==> src/hdl/hsf_ram.sv <==
`default_nettype none
// ----------------------------------------------------------------------------
// hsf_ram
// Simple dual-port synchronous ram, one write and one registered read.
// ----------------------------------------------------------------------------
module hsf_ram #(
  parameter int WIDTH = 17,
  parameter int DEPTH = 32
) (
  input  wire logic                     clk,
  input  wire logic                     we,
  input  wire logic [$clog2(DEPTH)-1:0] waddr,
  input  wire logic [WIDTH-1:0]         wdata,
  input  wire logic [$clog2(DEPTH)-1:0] raddr,
  output logic      [WIDTH-1:0]         rdata
);

  logic [WIDTH-1:0] mem [DEPTH];
  logic [WIDTH-1:0] rdata_r;

  always_ff @(posedge clk) begin
    if (we) begin
      mem[waddr] <= wdata;
    end
    rdata_r <= mem[raddr];
  end

  assign rdata = rdata_r;

endmodule
`default_nettype wire

==> config.mk <==
export PLATFORM = sky130hd
export DESIGN_NAME = hsf_ram
export DESIGN_NICKNAME = d
export VERILOG_FILES = /design/src/hdl/hsf_ram.sv
export SDC_FILE = /design/constraint.sdc
export NUM_CORES = 1
export LEC_CHECK = 0
export BUFFER_PORTS_ARGS = -buffer_cell sky130_fd_sc_hd__buf_2
export CAP_MARGIN = 5
export CORE_MARGIN = 4
export CORE_UTILIZATION = 35
export DETAILED_ROUTE_END_ITERATION = 7
export SLEW_MARGIN = 5
export SYNTH_ARGS = -nofsm -noshare
export SYNTH_HDL_FRONTEND = slang
export SYNTH_SLANG_ARGS = --single-unit
export TNS_END_PERCENT = 50
==> constraint.sdc <==
create_clock -name clk -period 5.95 [get_ports clk]
set_clock_uncertainty 0.1 [all_clocks]
set_input_delay 1.19 -clock clk [delete_from_list [all_inputs] [get_ports clk]]
set_output_delay 1.19 -clock clk [all_outputs]
set_load 0.03 [all_outputs]
Yosys cells after proc, flatten, opt, wreduce, memory -nomap -nowiden --
Memory sizes are Yosys's and may differ from the RTL's. A register that Yosys moved wholly into a read port is not among the register bits. Index checks and enable logic that the tools add are counted. W data, S select, Z words.
Word-level totals: memories 1, input port bits 29, output and inout port bits 17, logic and storage cells 3, RAM bits 544, flip-flop bits (word level) 0
Memories:
- mem | words 32, width 17, read ports 1, clocked after memory_dff 1, wr ports 1, line 18 | logic [WIDTH-1:0] mem [DEPTH];
Operators by class: muxes and demuxes 2
Operator list (count):
- $mux W1 | 2

Logic depth before layout (Yosys ltp) --
depth in word-level cells 2, gate-level depth with buffers 7, gate-level depth less buffers 5

Least setup slack after synthesis --
OpenSTA, ideal clock, no wires.
path kind in2reg, start point input port waddr[1], end point memory mem[12][0] (enable), data arrival time 2.583 ns, stages 3, setup time 0.390 ns, buffers on the path 1, slack 2.877 ns, data required time 5.460 ns, path through or3b_2 > clkbuf_1 > nor2_1
RTL lines:
- from (decl) | line 12 | input wire logic [$clog2(DEPTH)-1:0] waddr,
- to (decl) | line 18
No word-level cell before the write port.

==> summary.md <==
| Metric | Value |
|---|---|
| Outcome | `completed` |
| Starting DRT DRC Count | `1034` |
| Worst slew pin tran | `1.295 ns` |
| Wirelength per Cell | `23.76 um` |
| Post-Route WL | `51450 um` |
| Clock period minus worst slack | `3.234 ns` |
| HPWL Detailed | `29720 um` |
| Die Footprint | `66160 sq um` |
| CP peak stage delay | `0.88 ns` |
| RePlAce Congestion | `0.7629` |
| Max Cap Viol | `0` |
| Worst-path clk slew | `0.06 ns` |
| Highest clock rate | `0.3092 GHz` |
| Worst path arrival time | `3.61 ns` |
| Final Hold Fails | `0` |
| Root Buffer | `clkbuf_16` |
| Vias in the first global route | `11080` |
| Antenna Nets Post-Route | `0` |
| Via count | `11150` |
| Placeable Area | `61600 sq um` |
| Worst Setup SP | `raddr[1]` |
| Pwr dens | `331.3 nW/um^2` |
| Fin crit share | `0.5435` |
| Row cnt | `91` |
| Share of cells above drive strength 1 | `0.1459` |
| Max IR drop VDD | `0.0002567 V` |
| Vias/cell | `5.152` |
| # resized after CTS | `0` |
| Die height | `257.2 um` |
| Hold Path Class | `reg -> reg` |
| Hold_buf cts | `0` |
| Syn Area/Cell | `17.93 sq um` |
| Max Slew Vio Count | `0` |
| Synth Warn # | `0` |
| Cell Area, Synth | `21740 sq um` |
| Initial antenna violation count | `10` |
| Reg2reg start | `mem[1][10]$_DFFE_PP_` |
| Crit path to | `rdata[8]$_DFF_P_` |
| Reg-to-reg slack, setup | `4.42 ns` |
| Clk sinks | `561` |
| CTS tree | `done` |
| Internal cell power | `0.006389 W` |
| RSZ-0062 raised after global routing | `no` |
| Synthesized net count | `1241` |
| Critical-path cell with the highest stage delay | `nor2b_4` |
| Worst Reg2Reg Path Length in Cells | `5` |
| WP buf/inv | `2` |
| Clock share of power | `0.404` |
| R2R Path End | `rdata[10]$_DFF_P_` |
| First-pass GRT wire length | `75000 um` |
| Crit-path cells | `buf_2 -> nor2b_4 -> buf_4 -> a22o_1 -> nor3_1 -> a31oi_1 -> nand3_1` |
| Placed cell count | `2056` |
| Top cell family by delay on the critical path | `simple AND/OR/NAND/NOR gates` |
| DRT Pass-1 Iters | `5` |
| Pin count of the biggest net entering global routing | `79` |
| Final setup fails | `0` |
| Combinational Power Share | `0.053` |
| Post-CTS setup buffer count | `0` |
| Nets | `1305` |
| GRT Total Usage | `0.1521` |
| Total stage count of the critical path | `7` |
| Overall power | `0.008151 W` |
| Register area share after synthesis | `0.7672` |
| Port Buffer Count | `45` |
| Critical path fanouts, max | `36` |
| Worst setup SP type | `input port` |
| Post-route insts no fill | `2165` |
| Share of power burned in registers | `0.542` |
| Pleak | `8.410 nW` |
| Clk_lat worst skew | `0.61 ns` |
| DRC | `0` |
| Crit end category | `flop` |
| CTS max path bufs | `3` |
| Setup TNS | `0 ns` |
| Rel. slew slack | `0.1360` |
| H-tree Lvls | `2` |
| Mapped Cells | `1212` |
| P&R area growth vs syn | `13.20%` |
| Yosys reg bits | `561` |
| Critical path type | `in -> reg` |
| Io pins | `46` |
| WP data required | `6.32 ns` |
| Yosys cell types | `25` |
| Starting Density | `0.3529` |
| Gr ovfl total | `0` |
| Net Sw Power | `0.001762 W` |
| Num CTS Buffers | `55` |
| Min Hold Slack | `0.5088 ns` |
| Die width | `257.2 um` |
| Switch share | `0.2162` |
## stage by stage
step	utilization	worst slack (ns)	cell area, sq um
final	0.3995	2.716	24610
after global routing	0.3993	2.601	24590
after CTS	0.3993	2.739	24590
after detailed placement	0.3716	2.078	22890
after global placement	0.3716	2.096	22890
after floorplan	-	2.877	21740
## tightest hold or removal path: cells and delay by family, from the launching register on
family | cells | cell delay (ns)
DFF | 1 | 0.32
muxes | 1 | 0.07
and+or+nand+nor | 3 | 0.19
## placed cells by master, fill, tap and decap left out, types with 2 or more instances in the layout
cell        Yosys  layout
clkbuf_8        0       3
or3b_2          3       3
dfxtp_1        17      17
nand2b_1        2       2
edfxtp_1      544     544
a31oi_1        17      17
nand4_1        17      17
nor3_1         17      17
clkinv_2        0       9
nor2b_4         0       2
a22oi_1        68      68
clkinvlp_4      0       3
a21oi_1        34      34
buf_12          0       2
a22o_1         34      34
clkinv_1        0       7
buf_4          11      32
clkbuf_16       0      56
diode_2         0       5
buf_2          25      44
nor2_2          0      32
nand2_1        35      35
clkbuf_1       15      22
mux2i_1       272     272
nand3b_1        5       5
bufinv_16       0       2
nand3_1        36      36
## Yosys cell counts, drive strengths merged
cell type	instances	area (sq um)
nand2	35	131.4
a22oi	68	510.5
a21oi	34	170.2
or3	1	6.260
nand2b	2	12.51
nor3	17	85.08
a31oi	17	106.4
dfxtp	17	340.3
nor2	34	127.6
clkbuf	16	63.81
mux2i	272	2723
and2	1	6.260
edfxtp	544	16340
nor2b	2	12.51
nand3	36	180.2
nand4	17	106.4
or2	1	6.260
buf	56	451.7
nand3b	5	37.54
a22o	34	297.8
or3b	3	26.28
## per-layer routing
| metal | wire length [um] | GRT usage | vias up | share of wire |
|---|---|---|---|---|
| met5 | 34 | 0 | - | 0.00066 |
| met1 | 22650 | 0.2134 | 5734 | 0.44 |
| li1 | - | - | 4979 | - |
| met2 | 23710 | 0.2376 | 339 | 0.46 |
| met4 | 1333 | 0.04455 | 6 | 0.026 |
| met3 | 3716 | 0.03612 | 95 | 0.072 |
## cells by family (layout without fill, tap and decap cells)
group	after synthesis	in the layout	share of synthesized area
flip-flops	561	561	0.7672
multiplexers	272	272	0.1253
AND/OR/NAND/NOR	154	154	0.03396
AO/OA/AOI/OAI	153	153	0.04991
buffers and inverters	72	183	0.02371
other	0	5	0
## sequential cells by signal, summed over array words and instances, names as in the netlist
| register | flops |
|---|---|
| mem | 544 |
| rdata | 17 |
## worst min-delay path by stage
| stage | from | to | slack, ns | cells past startpoint |
|---|---|---|---|---|
| 6_report | mem[11][6]$_DFFE_PP_ | rdata[6]$_DFF_P_ | 0.51 | 4 |
| 5_1_grt | mem[11][6]$_DFFE_PP_ | rdata[6]$_DFF_P_ | 0.57 | 4 |
| 4_1_cts | mem[11][6]$_DFFE_PP_ | rdata[6]$_DFF_P_ | 0.51 | 4 |
| 3_3_place_gp | mem[10][6]$_DFFE_PP_ | rdata[6]$_DFF_P_ | 0.49 | 4 |
| 2_1_floorplan | mem[16][10]$_DFFE_PP_ | rdata[10]$_DFF_P_ | 0.45 | 4 |
| 3_5_place_dp | mem[11][6]$_DFFE_PP_ | rdata[6]$_DFF_P_ | 0.50 | 4 |
## power groups by stage
stage          Combinational (W)  Clock (W)  Sequential, W
6_report                0.000435    0.00330        0.00442
5_1_grt                 0.000467    0.00353        0.00442
4_1_cts                 0.000442    0.00336        0.00442
3_5_place_dp            0.000441          0        0.00450
3_3_place_gp            0.000435          0        0.00450
2_1_floorplan           0.000240          0        0.00452
## layout make-up
class	instances	area, sq um
antenna	5	12.51
clock buffer	81	1525
clock inverter	23	178.9
fill	5538	36990
multi-input combinational	579	4651
sequential	561	16680
tap	837	1047
timing repair buffer	79	515.5
(Power assumes the default switching activity.)
