<file path="src/hdl/hsf_pkg.sv">
`default_nettype none
// ----------------------------------------------------------------------------
// hsf_pkg
// Shared types, constants and helpers for the scaled forward step unit.
// ----------------------------------------------------------------------------
package hsf_pkg;

  typedef logic [16:0] prob_t;      // Q1.16
  typedef logic [33:0] unscaled_t;  // Q2.32
  typedef logic [39:0] sum_t;       // Q8.32
  typedef logic [39:0] scale_t;     // Q24.16
  typedef logic [5:0]  sidx_t;

  localparam prob_t  ONE_Q16   = 17'h10000;
  localparam scale_t SCALE_MAX = 40'hFF_FFFF_FFFF;
  // 2^48 has a single one at this position
  localparam logic [5:0] DIV_MSB = 6'd48;

  function automatic prob_t sat_prob(input prob_t v);
    sat_prob = (v > ONE_Q16) ? ONE_Q16 : v;
  endfunction

endpackage
`default_nettype wire

</file>
<file path="src/hdl/hsf_div.sv">
`default_nettype none
// ----------------------------------------------------------------------------
// hsf_div
// Restoring divider forming 2^48 / divisor one quotient bit per cycle,
// saturated to the 40-bit scale range.
// ----------------------------------------------------------------------------
module hsf_div (
  input  wire logic            clk,
  input  wire logic            rst_n,
  input  wire logic            start,
  input  wire hsf_pkg::sum_t   divisor,
  output logic                 done,
  output hsf_pkg::scale_t      quotient
);
  import hsf_pkg::*;

  logic        busy_r, busy_nxt;
  logic        done_r, done_nxt;
  logic [5:0]  pos_r, pos_nxt;
  logic [39:0] rem_r, rem_nxt;
  logic [48:0] quo_r, quo_nxt;
  logic [40:0] rem_sh;
  logic        ge;

  assign rem_sh = {rem_r, (pos_r == DIV_MSB)};
  assign ge     = rem_sh >= {1'b0, divisor};

  always_comb begin
    busy_nxt = busy_r;
    done_nxt = 1'b0;
    pos_nxt  = pos_r;
    rem_nxt  = rem_r;
    quo_nxt  = quo_r;
    if (start) begin
      busy_nxt = 1'b1;
      pos_nxt  = DIV_MSB;
      rem_nxt  = '0;
      quo_nxt  = '0;
    end else if (busy_r) begin
      rem_nxt = ge ? 40'(rem_sh - {1'b0, divisor}) : rem_sh[39:0];
      quo_nxt = {quo_r[47:0], ge};
      pos_nxt = pos_r - 6'd1;
      if (pos_r == 6'd0) begin
        busy_nxt = 1'b0;
        done_nxt = 1'b1;
      end
    end
  end

  always_ff @(posedge clk) begin
    if (!rst_n) begin
      busy_r <= 1'b0;
      done_r <= 1'b0;
    end else begin
      busy_r <= busy_nxt;
      done_r <= done_nxt;
    end
    pos_r <= pos_nxt;
    rem_r <= rem_nxt;
    quo_r <= quo_nxt;
  end

  assign done     = done_r;
  assign quotient = ((divisor == '0) || (quo_r[48:40] != '0)) ? SCALE_MAX : quo_r[39:0];

endmodule
`default_nettype wire

</file>
<file path="config.mk">
export PLATFORM = sky130hd
export DESIGN_NAME = hsf_div
export DESIGN_NICKNAME = d
export VERILOG_FILES = /design/src/hdl/hsf_pkg.sv /design/src/hdl/hsf_div.sv
export SDC_FILE = /design/constraint.sdc
export NUM_CORES = 1
export LEC_CHECK = 0
export BUFFER_PORTS_ARGS = -buffer_cell sky130_fd_sc_hd__buf_2
export CAP_MARGIN = 20
export CORE_ASPECT_RATIO = 0.5
export CORE_MARGIN = 2
export CORE_UTILIZATION = 60
export CTS_CLUSTER_DIAMETER = 40
export DETAILED_ROUTE_END_ITERATION = 12
export PLACE_DENSITY = 0.8
export SYNTH_ARGS = -nofsm -noshare
export SYNTH_HDL_FRONTEND = slang
export SYNTH_SLANG_ARGS = --single-unit
export TNS_END_PERCENT = 20
</file>
<file path="constraint.sdc">
create_clock -name clk -period 8.5 [get_ports clk]
set_clock_uncertainty 0.2 [all_clocks]
set_input_delay 0.85 -clock clk [delete_from_list [all_inputs] [get_ports clk]]
set_output_delay 0.85 -clock clk [all_outputs]
set_load 0.05 [all_outputs]
</file>
## Word-level counts from Yosys, hierarchy flattened

Cells that the tools add are included.

- Multiplexer cells: 6
- Bitwise gates (word level): 2
- Eq/ne operators: 1
- Order comparisons: 1
- Reduce and logical (&&, ||, !) cells: 5
- $add $sub $neg: 2

Operators by type and width:

| operator | number |
|---|---|
| $mux W40 | 2 |
| $ge A41 B40 Y1 | 1 |
| $logic_not A40 Y1 | 1 |
| $sub A40 B40 Y40 | 1 |
| $reduce_bool A9 Y1 | 1 |
| $eq A6 B6 Y1 const B | 1 |
| $logic_not A6 Y1 | 1 |
| $sub A6 B1 Y6 const B | 1 |
| $mux W1 | 4 |
| $reduce_or A3 Y1 | 1 |
| $not A1 Y1 | 2 |
| $logic_or A1 B1 Y1 | 1 |

- Bits in registers: 97

## Depth between registers and ports, before layout

Gate-level depths: netlist of the first run.

- Depth in word-level cells: 4
- Mapped depth: 14
- Mapped depth without buffers: 13

## Least setup slack after synthesis of the first run

Ideal clock, no wire load.

- Kind: input to register
- From: in divisor[0]
- To: reg rem_r[30]
- Data arrival time: 3130 ps
- Setup time: 91 ps
- Setup slack: 5079 ps
- Buffers on the path: 0
- Stages on the path: 10
- Cell sequence: ha_1 fa_1 nor2b_1 o2111ai_1 a21oi_1 a211oi_1 o21ai_0 mux2i_1 o211ai_1 a311oi_1

- Longest elaborated chain between the ends: 2

RTL lines:

| what | line | source |
|---|---|---|
| start, declared | hsf_div.sv:11 | `input wire hsf_pkg::sum_t divisor,` |
| $sub A40 B40 Y40 / $ge A41 B40 Y1 (equally long branches) | hsf_div.sv:40, hsf_div.sv:26 |  |
| $mux W40 (*) | hsf_div.sv:40 | `rem_nxt = ge ? 40'(rem_sh - {1'b0, divisor}) : rem_sh[39:0];` |
| end signal, assigned | hsf_div.sv:59 | `rem_r <= rem_nxt;` |
| end, declared | hsf_div.sv:20 | `logic [39:0] rem_r, rem_nxt;` |

Mark *: on every way between the ends. The rest lies on a longest branch, timed or not.
A chain may end at the register's enable or synchronous reset.

## Final worst setup path of the first run

- From: reg pos_r[1]
- To: reg rem_r[30]

- Longest elaborated chain between the ends: 3

RTL lines:

| what | line | source |
|---|---|---|
| start, declared | hsf_div.sv:19 | `logic [5:0] pos_r, pos_nxt;` |
| start signal, assigned | hsf_div.sv:58 | `pos_r <= pos_nxt;` |
| $eq A6 B6 Y1 (*) | hsf_div.sv:25 | `assign rem_sh = {rem_r, (pos_r == DIV_MSB)};` |
| $sub A40 B40 Y40 / $ge A41 B40 Y1 (equally long branches) | hsf_div.sv:40, hsf_div.sv:26 |  |
| $mux W40 (*) | hsf_div.sv:40 |  |

Marks and branches as above.

==> results of run 1 <==
[worst reg2reg max path, cell delays in order (launching register included)]
cell and delay [ps]:
dfxtp_1 330, inv_1 90, ha_1 170, nand4_1 230, ha_1 300, fa_1 410
nor2b_1 180, o2111ai_1 150, a21oi_1 420, a211oi_1 290, o21ai_0 700, mux2i_1 300
o211ai_1 150, a311oi_1 290
[cell usage after synthesis, drive strengths merged, types with 17 or more instances]
| cell type | count | area, um^2 |
|---|---|---|
| o21ai | 52 | 260 |
| a311oi | 28 | 245 |
| nor2 | 121 | 454 |
| mux2i | 50 | 500 |
| nand3 | 42 | 215 |
| clkbuf | 37 | 139 |
| a21oi | 44 | 224 |
| inv | 50 | 188 |
| xor2 | 17 | 149 |
| dfxtp | 97 | 1940 |
| or2 | 42 | 263 |
| nand2 | 48 | 180 |
| xnor2 | 19 | 166 |
| ha | 42 | 526 |
[cell families after synthesis]
family                     after synthesis  share of synthesized area, %
AOI/OAI and AO/OA                      216                          21.3
xor gates and xnor gates                36                          4.63
adders and majority gates               43                          8.01
buffers and inverters                  103                          6.06
DFF                                     97                          28.5
muxes                                   51                          7.52
and+or+nand+nor                        329                          23.9
[area by class of cell]
class	count	area (um^2)	area share, %
clock buffers	9	225	2.99
clock inverters	6	60.1	0.798
inverters	51	191	2.54
multi-input cells	675	4460	59.3
flip-flops and latches	97	1950	25.9
well taps	145	181	2.41
repair buffers	88	460	6.12
[state kept, by name (all words and copies together) (netlist names)]
signal and flops:
quo_r 49, busy_r 1, rem_r 40, done 1
pos_r 6
[routing by layer]
layer | wire, um | GRT usage (%)
met4 | 273 | 7.50
met1 | 8200 | 39.4
met3 | 1290 | 5.40
met5 | 0 | 0
met2 | 7850 | 48.0
[path summary, 6_finish.rpt]
check / slack (ps) / endpoint
setup / recovery: 4180 / rem_r[30]
hold / removal: 270 / pos_r[0]
setup reg to reg: 4180 / rem_r[30]
hold reg to reg: 270 / pos_r[0]
[stage by stage]
step           instances  util (%)
6_report            1071      68.3
5_1_grt             1071      68.3
4_1_cts             1070      68.2
3_5_place_dp        1055      65.6
3_3_place_gp        1055      65.6
2_1_floorplan        875         -
[power by group]
group | leakage, nW | switching [mW] | total (mW) | internal, mW
combinational | 2.49 | 0.200 | 0.329 | 0.129
clock | 0.140 | 0.200 | 0.405 | 0.205
sequential | 0.790 | 0.0236 | 0.497 | 0.473
==> summary.md, run 1 <==
| Metric | Value |
|---|---|
| Rel. slew slack | `28.5%` |
| DR DRC count | `0` |
| LEAKAGE | `3.42 nW` |
| Critical-path top delay cell | `o21ai_0` |
| Tmin final | `4320 ps` |
| Cell depth of the worst setup path | `13` |
| Place WS | `3890 ps` |
| Critical register-to-register path startpoint | `pos_r[1]` |
| Final setup TNS | `0 ps` |
| Seq/Total Area, Yosys | `28.5%` |
| Hold_buf cts | `0` |
| Htree depth | `3` |
| Iter 0 DRT Violations | `536` |
| Post-synth EDFFs | `0` |
| Share of layout cells above drive strength 1 | `17.1%` |
| Placed cell area | `7220 um^2` |
| DR vias | `6664` |
| Buffers and inverters on the worst path | `1` |
| Fin area | `7520 um^2` |
| Post-detailed-route count of antenna-violating nets | `0` |
| Root Buffer | `clkbuf_16` |
| Critical path arrival | `4380 ps` |
| Crit share post-route | `50.8%` |
| Worst VDD drop | `0.104 mV` |
| Max_cap viols | `0` |
| Worst EP required | `8560 ps` |
| Worst reg-to-reg path cell count | `13` |
| Tot Pwr | `1.23 mW` |
| WS Path Type | `reg2reg` |
| IO buf count | `83` |
| P&R area growth vs syn | `10.5%` |
| Number of CTS-inserted buffers | `9` |
| Synth Warn # | `0` |
| Routed wire length | `17.6 mm` |
| Power Density | `164 nW/um^2` |
| Cell variety after synth | `71` |
| Starting Density | `61.8%` |
| Slew Limit Fails | `0` |
| Highest-count cells in the layout ignoring fill and taps | `nor2_1 (121), dfxtp_1 (96), buf_2 (83)` |
| Number of placed I/O pins | `84` |
| CP dominant cell by count | `ha_1` |
| CTS tree | `done` |
| Max FO, Critical Path | `6` |
| Die ar. | `12300 um^2` |
| Final WS setup | `4180 ps` |
| Router iterations before antenna repair | `5` |
| Status | `finished clean` |
| Remaining Overflow, GRT | `0` |
| Hold path start | `pos_r[0]` |
| Endpoint type of the worst setup path | `flop` |
| Clk_lat worst skew | `350 ps` |
| Syn Inst Count | `875` |
| RSZ-0062 raised after global routing | `no` |
| Die W | `155 um` |
| Antenna diodes | `0` |
| Hold path depth | `2` |
| Top Family by Delay on Critical Path | `compound AO/OA/AOI/OAI gates` |
| Fill cells | `935` |
| Rows | `27` |
| Final hold violations | `0` |
| Syn_area_per_cell | `7.78 um^2` |
| Yosys reg bits | `97` |
| Total track usage | `29.1%` |
| Final Setup Violations | `0` |
| # clock sinks | `97` |
| Final nets | `1008` |
| Worst-path cell chain | `inv_1 > ha_1 > nand4_1 > ha_1 > fa_1 > nor2b_1 > o2111ai_1 > a21oi_1 > a211oi_1 > o21ai_0 > mux2i_1 > o211ai_1 > a311oi_1` |
| CORE AREA | `11000 um^2` |
| Post-synth ARST share | `0%` |
| Die height | `79.3 um` |
| CTS max path bufs | `2` |
| Post-synth top flop | `dfxtp_1` |
| Drt via density | `6.22` |
| CP peak stage delay | `700 ps` |
| Vias in the first global route | `6077` |
| Syn Nets | `961` |
| Largest net degree at the start of global routing | `103` |
| Fmax achieved | `0.232 GHz` |
| Routed len/inst | `16.4 um` |
| Commonest non-fill, non-tap cell in the layout | `nor2_1` |
| Clk slew on worst S/H paths | `80 ps` |
| Post-Syn Area | `6810 um^2` |
| Critical Path Start | `pos_r[1]` |
| Post-CTS Setup Bufs | `0` |
| Hold Crit Class | `reg2reg` |
| Routability congestion estimate | `0.984` |
| Initial antenna violation count | `0` |
| Worst Max-Slew Pin Slew | `1070 ps` |
| Post-cts sizing count | `0` |
| Final hold slack | `272 ps` |
| Worst Setup Start Kind | `flop` |
| Final HPWL DP | `12.3 mm` |
| Wire length of the first global-routing pass | `29.1 mm` |
Note: power is estimated with default switching activity, not from simulation.
==> run 2: changes to the inputs <==
--- a/config.mk
+++ b/config.mk
@@ -9,10 +9,10 @@
 export CAP_MARGIN = 20
 export CORE_ASPECT_RATIO = 0.5
 export CORE_MARGIN = 2
-export CORE_UTILIZATION = 60
+export CORE_UTILIZATION = 54
 export CTS_CLUSTER_DIAMETER = 40
 export DETAILED_ROUTE_END_ITERATION = 12
-export PLACE_DENSITY = 0.8
+export PLACE_DENSITY = 0.76
 export SYNTH_ARGS = -nofsm -noshare
 export SYNTH_HDL_FRONTEND = slang
 export SYNTH_SLANG_ARGS = --single-unit
==> constraint.sdc (replaced) <==
create_clock -name clk -period 3.8 [get_ports clk]
set_clock_uncertainty 0.2 [all_clocks]
set_input_delay 0.38 -clock clk [delete_from_list [all_inputs] [get_ports clk]]
set_output_delay 0.38 -clock clk [all_outputs]
set_load 0.05 [all_outputs]
==> run 2 against run 1 <==
Fmax is 21% higher. Critical path type unchanged. Clock power rose by 130%. Global-route usage fell by 3.4 points. Sequential share of layout area decreased by 0.40 points. Setup slack worse by 3900 ps. Count of clock-buffer cells in the layout did not move.
==> summary.md, run 2 (synthesized netlist as in run 1, its figures left out) <==
| Metric | Value |
|---|---|
| Final hold slack | `46.4 ps (-226 ps)` |
| Critical path arrival | `3610 ps (-770 ps)` |
| CP peak stage delay | `520 ps (-180 ps)` |
| Router iterations before antenna repair | `5 (unchanged)` |
| Final Setup Violations | `0 (unchanged)` |
| Drt via density | `6.01 (-3.5%)` |
| Fmax achieved | `0.281 GHz (+21%)` |
| Die W | `163 um (+5.3%)` |
| Cell depth of the worst setup path | `14 (+1)` |
| Clk_lat worst skew | `350 ps (about the same)` |
| Routability congestion estimate | `0.932 (-5.3%)` |
| Hold_buf cts | `0 (unchanged)` |
| Total track usage | `25.7% (-3.4 points)` |
| CTS max path bufs | `2 (unchanged)` |
| Sequential cell area | `1950 um^2 (unchanged)` |
| Initial antenna violation count | `1 (+1)` |
| P&R area growth vs syn | `12.2%` |
| Worst VDD drop | `0.202 mV (+95%)` |
| Rows | `28 (+3.7%)` |
| Die ar. | `13600 um^2 (+11%)` |
| Clk slew on worst S/H paths | `70 ps (about the same)` |
| Highest-count cells in the layout ignoring fill and taps | `nor2_1 (121), dfxtp_1 (96), buf_2 (82)` |
| Post-detailed-route count of antenna-violating nets | `0 (unchanged)` |
| Tmin final | `3560 ps (-761 ps)` |
| Post-CTS Setup Bufs | `0 (unchanged)` |
| Max_cap viols | `0 (unchanged)` |
| Hold Crit Class | `in2reg` |
| Share of layout cells above drive strength 1 | `18.0% (+0.91 points)` |
| DR vias | `6608 (-0.84%)` |
| Final nets | `1016 (+0.79%)` |
| Max FO, Critical Path | `5 (-1)` |
| Number of placed I/O pins | `84 (unchanged)` |
| CORE AREA | `12100 um^2 (+9.4%)` |
| Starting Density | `56.5% (-5.3 points)` |
| Remaining Overflow, GRT | `0 (unchanged)` |
| Largest regs | `quo_r (49), rem_r (40), pos_r (6)` |
| Htree depth | `3 (unchanged)` |
| Routed len/inst | `16.0 um (-3.0%)` |
| Status | `finished clean` |
| Slew Limit Fails | `0 (unchanged)` |
| # clock sinks | `97 (unchanged)` |
| Root Buffer | `clkbuf_16` |
| Commonest non-fill, non-tap cell in the layout | `nor2_1` |
| WS Path Type | `reg2reg` |
| CTS tree | `done` |
| Fill cells | `1107 (+18%)` |
| LEAKAGE | `3.47 nW (+1.5%)` |
| Worst Max-Slew Pin Slew | `1050 ps (-16.7 ps)` |
| Routed wire length | `17.6 mm (-0.34%)` |
| Final WS setup | `244 ps (-3940 ps)` |
| Final HPWL DP | `12.5 mm (+1.2%)` |
| Rel. slew slack | `30.0% (+1.5 points)` |
| Crit share post-route | `93.6% (+43 points)` |
| Vias in the first global route | `5922 (-2.6%)` |
| Endpoint type of the worst setup path | `flop` |
| Critical-path top delay cell | `or4b_1` |
| Place WS | `242 ps (-3650 ps)` |
| Power Density | `363 nW/um^2 (+120%)` |
| Antenna diodes | `0 (unchanged)` |
| Reg with most FFs | `quo_r` |
| Worst Setup Start Kind | `flop` |
| Max reg flops | `49 (unchanged)` |
| Wire length of the first global-routing pass | `28.7 mm (-1.3%)` |
| Number of CTS-inserted buffers | `9 (unchanged)` |
| Iter 0 DRT Violations | `456 (-15%)` |
| Worst EP required | `3860 ps (-4700 ps)` |
| Tot Pwr | `2.77 mW (+130%)` |
| Worst-path cell chain | `inv_1 > ha_1 > nand4_1 > ha_1 > fa_1 > nor2b_1 > o2111ai_1 > a21oi_1 > buf_4 > a2111oi_2 > or4b_1 > a21oi_1 > o22ai_1 > a311oi_1` |
| Worst reg-to-reg path cell count | `14 (+1)` |
| Die height | `83.4 um (+5.1%)` |
| IO buf count | `83 (unchanged)` |
| Buffers and inverters on the worst path | `2 (+1)` |
| Top Family by Delay on Critical Path | `compound AO/OA/AOI/OAI gates` |
| Area of the multi-input gates | `4460 um^2 (+0.11%)` |
| Final hold violations | `0 (unchanged)` |
| DR DRC count | `0 (unchanged)` |
| Hold path depth | `2 (unchanged)` |
| Largest net degree at the start of global routing | `130 (+26%)` |
==> run 2: final cells by class <==
class | count | share of cell area, %
repair buffers | 96 | 6.91
multi-input cells | 675 | 58.4
clock inverters | 7 | 1.05
flip-flops and latches | 97 | 25.5
well taps | 165 | 2.70
clock buffers | 9 | 2.95
inverters | 51 | 2.51
==> run 2: path summary, 6_finish.rpt <==
path / startpoint / to / slack [ps]
max: pos_r[0] / rem_r[36] / 240
min: rst_n / busy_r / 50
max reg2reg: pos_r[0] / rem_r[36] / 240
min reg2reg: pos_r[0] / pos_r[0] / 270
==> run 2: worst register-to-register path, cell delays in order (launching register included) <==
cell and delay (ps):
dfxtp_1 310, inv_1 110, ha_1 190, nand4_1 130
ha_1 240, fa_1 410, nor2b_1 180, o2111ai_1 150
a21oi_1 230, buf_4 190, a2111oi_2 90, or4b_1 520
a21oi_1 160, o22ai_1 100, a311oi_1 250
==> run 2: repair_timing <==
| item | 4_1_cts | 5_1_grt |
|---|---|---|
| hold endpoints to repair | 0 | 0 |
| setup endpoints to repair | 0 | 5 |
| gates resized for setup | 0 | 2 |
==> run 2: stage by stage <==
stage	setup TNS (ps)	util (%)	cell area, um^2	std cells
2_1_floorplan	0	-	6810	875
3_3_place_gp	0	60.8	7330	1084
3_5_place_dp	0	60.8	7330	1084
4_1_cts	0	63.4	7640	1100
5_1_grt	-8.88	63.4	7640	1100
6_report	0	63.4	7640	1100
==> run 2: per-layer routing <==
layer	part of all wire, %	vias to the layer above	GRT usage (%)
met1	48	3109	35.7
met3	6.5	26	6.14
li1	-	3264	-
met4	1.5	2	6.68
met5	0.074	-	0
met2	44	207	39.9
==> run 2: power breakdown <==
| part | internal, mW | switching [mW] |
|---|---|---|
| clock network | 0.468 | 0.456 |
| logic | 0.298 | 0.455 |
| registers | 1.06 | 0.0364 |
| total | 1.82 | 0.948 |
==> run 3: changes to the inputs <==
--- a/config.mk
+++ b/config.mk
@@ -9,10 +9,10 @@
 export CAP_MARGIN = 20
 export CORE_ASPECT_RATIO = 0.5
 export CORE_MARGIN = 2
-export CORE_UTILIZATION = 54
+export CORE_UTILIZATION = 26
 export CTS_CLUSTER_DIAMETER = 40
 export DETAILED_ROUTE_END_ITERATION = 12
-export PLACE_DENSITY = 0.76
+export PLACE_DENSITY = 0.41
 export SYNTH_ARGS = -nofsm -noshare
 export SYNTH_HDL_FRONTEND = slang
 export SYNTH_SLANG_ARGS = --single-unit
==> run 3 against run 2 <==
Largest power group unchanged. Setup slack lost 58 ps. Count of clock-buffer cells in the layout grew 1. Hold slack lost 12 ps. Sequential share of layout area shrank 0.93 points. Critical endpoint is now rem_r[38].
==> summary.md, run 3 (synthesized netlist as in run 1, its figures left out) <==
| Metric | Value |
|---|---|
| Worst Setup Start Kind | `flop` |
| Final hold slack | `34.5 ps (-11.9 ps)` |
| DR DRC count | `0 (unchanged)` |
| Htree depth | `3 (unchanged)` |
| Number of placed I/O pins | `84 (unchanged)` |
| Endpoint type of the worst setup path | `flop` |
| Max_cap viols | `0 (unchanged)` |
| Tmin final | `3610 ps (+57.6 ps)` |
| CTS tree | `done` |
| Post-CTS Setup Bufs | `0 (unchanged)` |
| Critical path arrival | `3650 ps (+40 ps)` |
| CORE AREA | `25400 um^2 (+110%)` |
| Final nets | `1028 (+1.2%)` |
| Remaining Overflow, GRT | `0 (unchanged)` |
| Status | `finished clean` |
| Hold_buf cts | `0 (unchanged)` |
| Post-detailed-route count of antenna-violating nets | `0 (unchanged)` |
| Routability congestion estimate | `0.848 (-9.0%)` |
| Finished Layout Cells | `1290 (+17%)` |
| Drt via density | `5.09 (-15%)` |
| Initial antenna violation count | `0 (-1)` |
| Dpl cells | `1275 (+18%)` |
| Worst EP required | `3830 ps (-30 ps)` |
| Max reg flops | `49 (unchanged)` |
| Number of CTS-inserted buffers | `9 (unchanged)` |
| Clk slew on worst S/H paths | `80 ps (about the same)` |
| Largest regs | `quo_r (49), rem_r (40), pos_r (6)` |
| Slew Limit Fails | `0 (unchanged)` |
| Final setup TNS | `0 ps (unchanged)` |
| Total track usage | `15.8% (-9.9 points)` |
| Power Density | `356 nW/um^2 (-2.0%)` |
| Final HPWL DP | `15.9 mm (+27%)` |
| # clock sinks | `97 (unchanged)` |
| Area of the multi-input gates | `4460 um^2 (about the same)` |
| Vias in the first global route | `6248 (+5.5%)` |
| IO buf count | `83 (unchanged)` |
| Root Buffer | `clkbuf_16` |
| CTS max path bufs | `2 (unchanged)` |
| WS Path Type | `reg2reg` |
| Clk_lat worst skew | `370 ps (+20 ps)` |
| Fill cells | `2819 (+150%)` |
| Iter 0 DRT Violations | `427 (-6.4%)` |
| P&R area growth vs syn | `16.5%` |
| Highest-count cells in the layout ignoring fill and taps | `nor2_1 (121), dfxtp_1 (96), buf_2 (82)` |
| Share of layout cells above drive strength 1 | `18.9% (+0.95 points)` |
| Router iterations before antenna repair | `5 (unchanged)` |
| Worst VDD drop | `0.158 mV (-22%)` |
| Antenna diodes | `0 (unchanged)` |
| Die ar. | `27600 um^2 (+100%)` |
| Starting Density | `26.8% (-30 points)` |
| Hold Crit Class | `in2reg` |
| Largest net degree at the start of global routing | `54 (-58%)` |
| Max FO, Critical Path | `4 (-1)` |
| Rows | `41 (+46%)` |
| DR vias | `6564 (-0.67%)` |
| Post-cts sizing count | `0 (unchanged)` |
| Reg with most FFs | `quo_r` |
| LEAKAGE | `3.53 nW (+1.6%)` |
| Final hold violations | `0 (unchanged)` |
| Die height | `118 um (+42%)` |
| Fmax achieved | `0.277 GHz (-1.6%)` |
| Routed len/inst | `16.8 um (+5.3%)` |
| Commonest non-fill, non-tap cell in the layout | `nor2_1` |
| Rel. slew slack | `46.0% (+16 points)` |
| Sequential cell area | `1950 um^2 (unchanged)` |
| Crit share post-route | `95.1% (+1.5 points)` |
| Routed wire length | `21.7 mm (+23%)` |
| RSZ-0062 raised after global routing | `yes` |
| Wire length of the first global-routing pass | `34.3 mm (+20%)` |
| Worst Max-Slew Pin Slew | `810 ps (-240 ps)` |
| Final Setup Violations | `0 (unchanged)` |
| Die W | `233 um (+43%)` |
-- run 3: layout make-up --
type,instances,area share (%)
clock buffers,10,3.01
well taps,344,5.43
repair buffers,108,7.79
clock inverters,5,0.552
flip-flops and latches,97,24.5
multi-input cells,675,56.3
inverters,51,2.41
-- run 3: power breakdown --
part           internal [mW]  switching, mW
sequential              1.06         0.0463
clock                  0.472          0.464
combinational          0.308          0.473
-- run 3: stage by stage --
step | setup WS, ps | area, um^2 | util, % | power, mW
after CTS | 176 | 7930 | 31.2 | 2.86
after detailed placement | 217 | 7640 | 30.0 | 1.90
after global placement | 270 | 7640 | 30.0 | 1.91
after global routing | -22.8 | 7930 | 31.2 | 2.99
after floorplan | 575 | 6810 | - | 1.68
final | 187 | 7930 | 31.2 | 2.82
-- run 3: routing by layer --
metal	track usage, %	part of all wire (%)	wire (um)	vias to the layer above
met4	4.38	1.7	371	0
met3	3.23	4.6	988	20
met5	0	0	0	-
met1	22.6	51	11000	3138
li1	-	-	-	3278
met2	23.7	43	9310	128
-- run 3: path summary, 6_finish.rpt --
path | startpoint | to | slack (ps) | cells past startpoint
max reg2reg | pos_r[0] | rem_r[38] | 190 | 14
min | rst_n | busy_r | 30 | 2
max | pos_r[0] | rem_r[38] | 190 | 14
min reg2reg | pos_r[0] | pos_r[0] | 270 | 2
-- run 3: critical path, stage by stage, from the launching register on --
cell and delay, ps:
dfxtp_1 330, inv_1 70, ha_1 210, nand4_1 160, ha_1 210, fa_1 220, nor2b_1 80, o2111ai_1 270
a21oi_2 120, a211oi_1 470, o21ai_0 290, buf_4 220, or4_1 390, nand4_1 150, o22ai_1 100
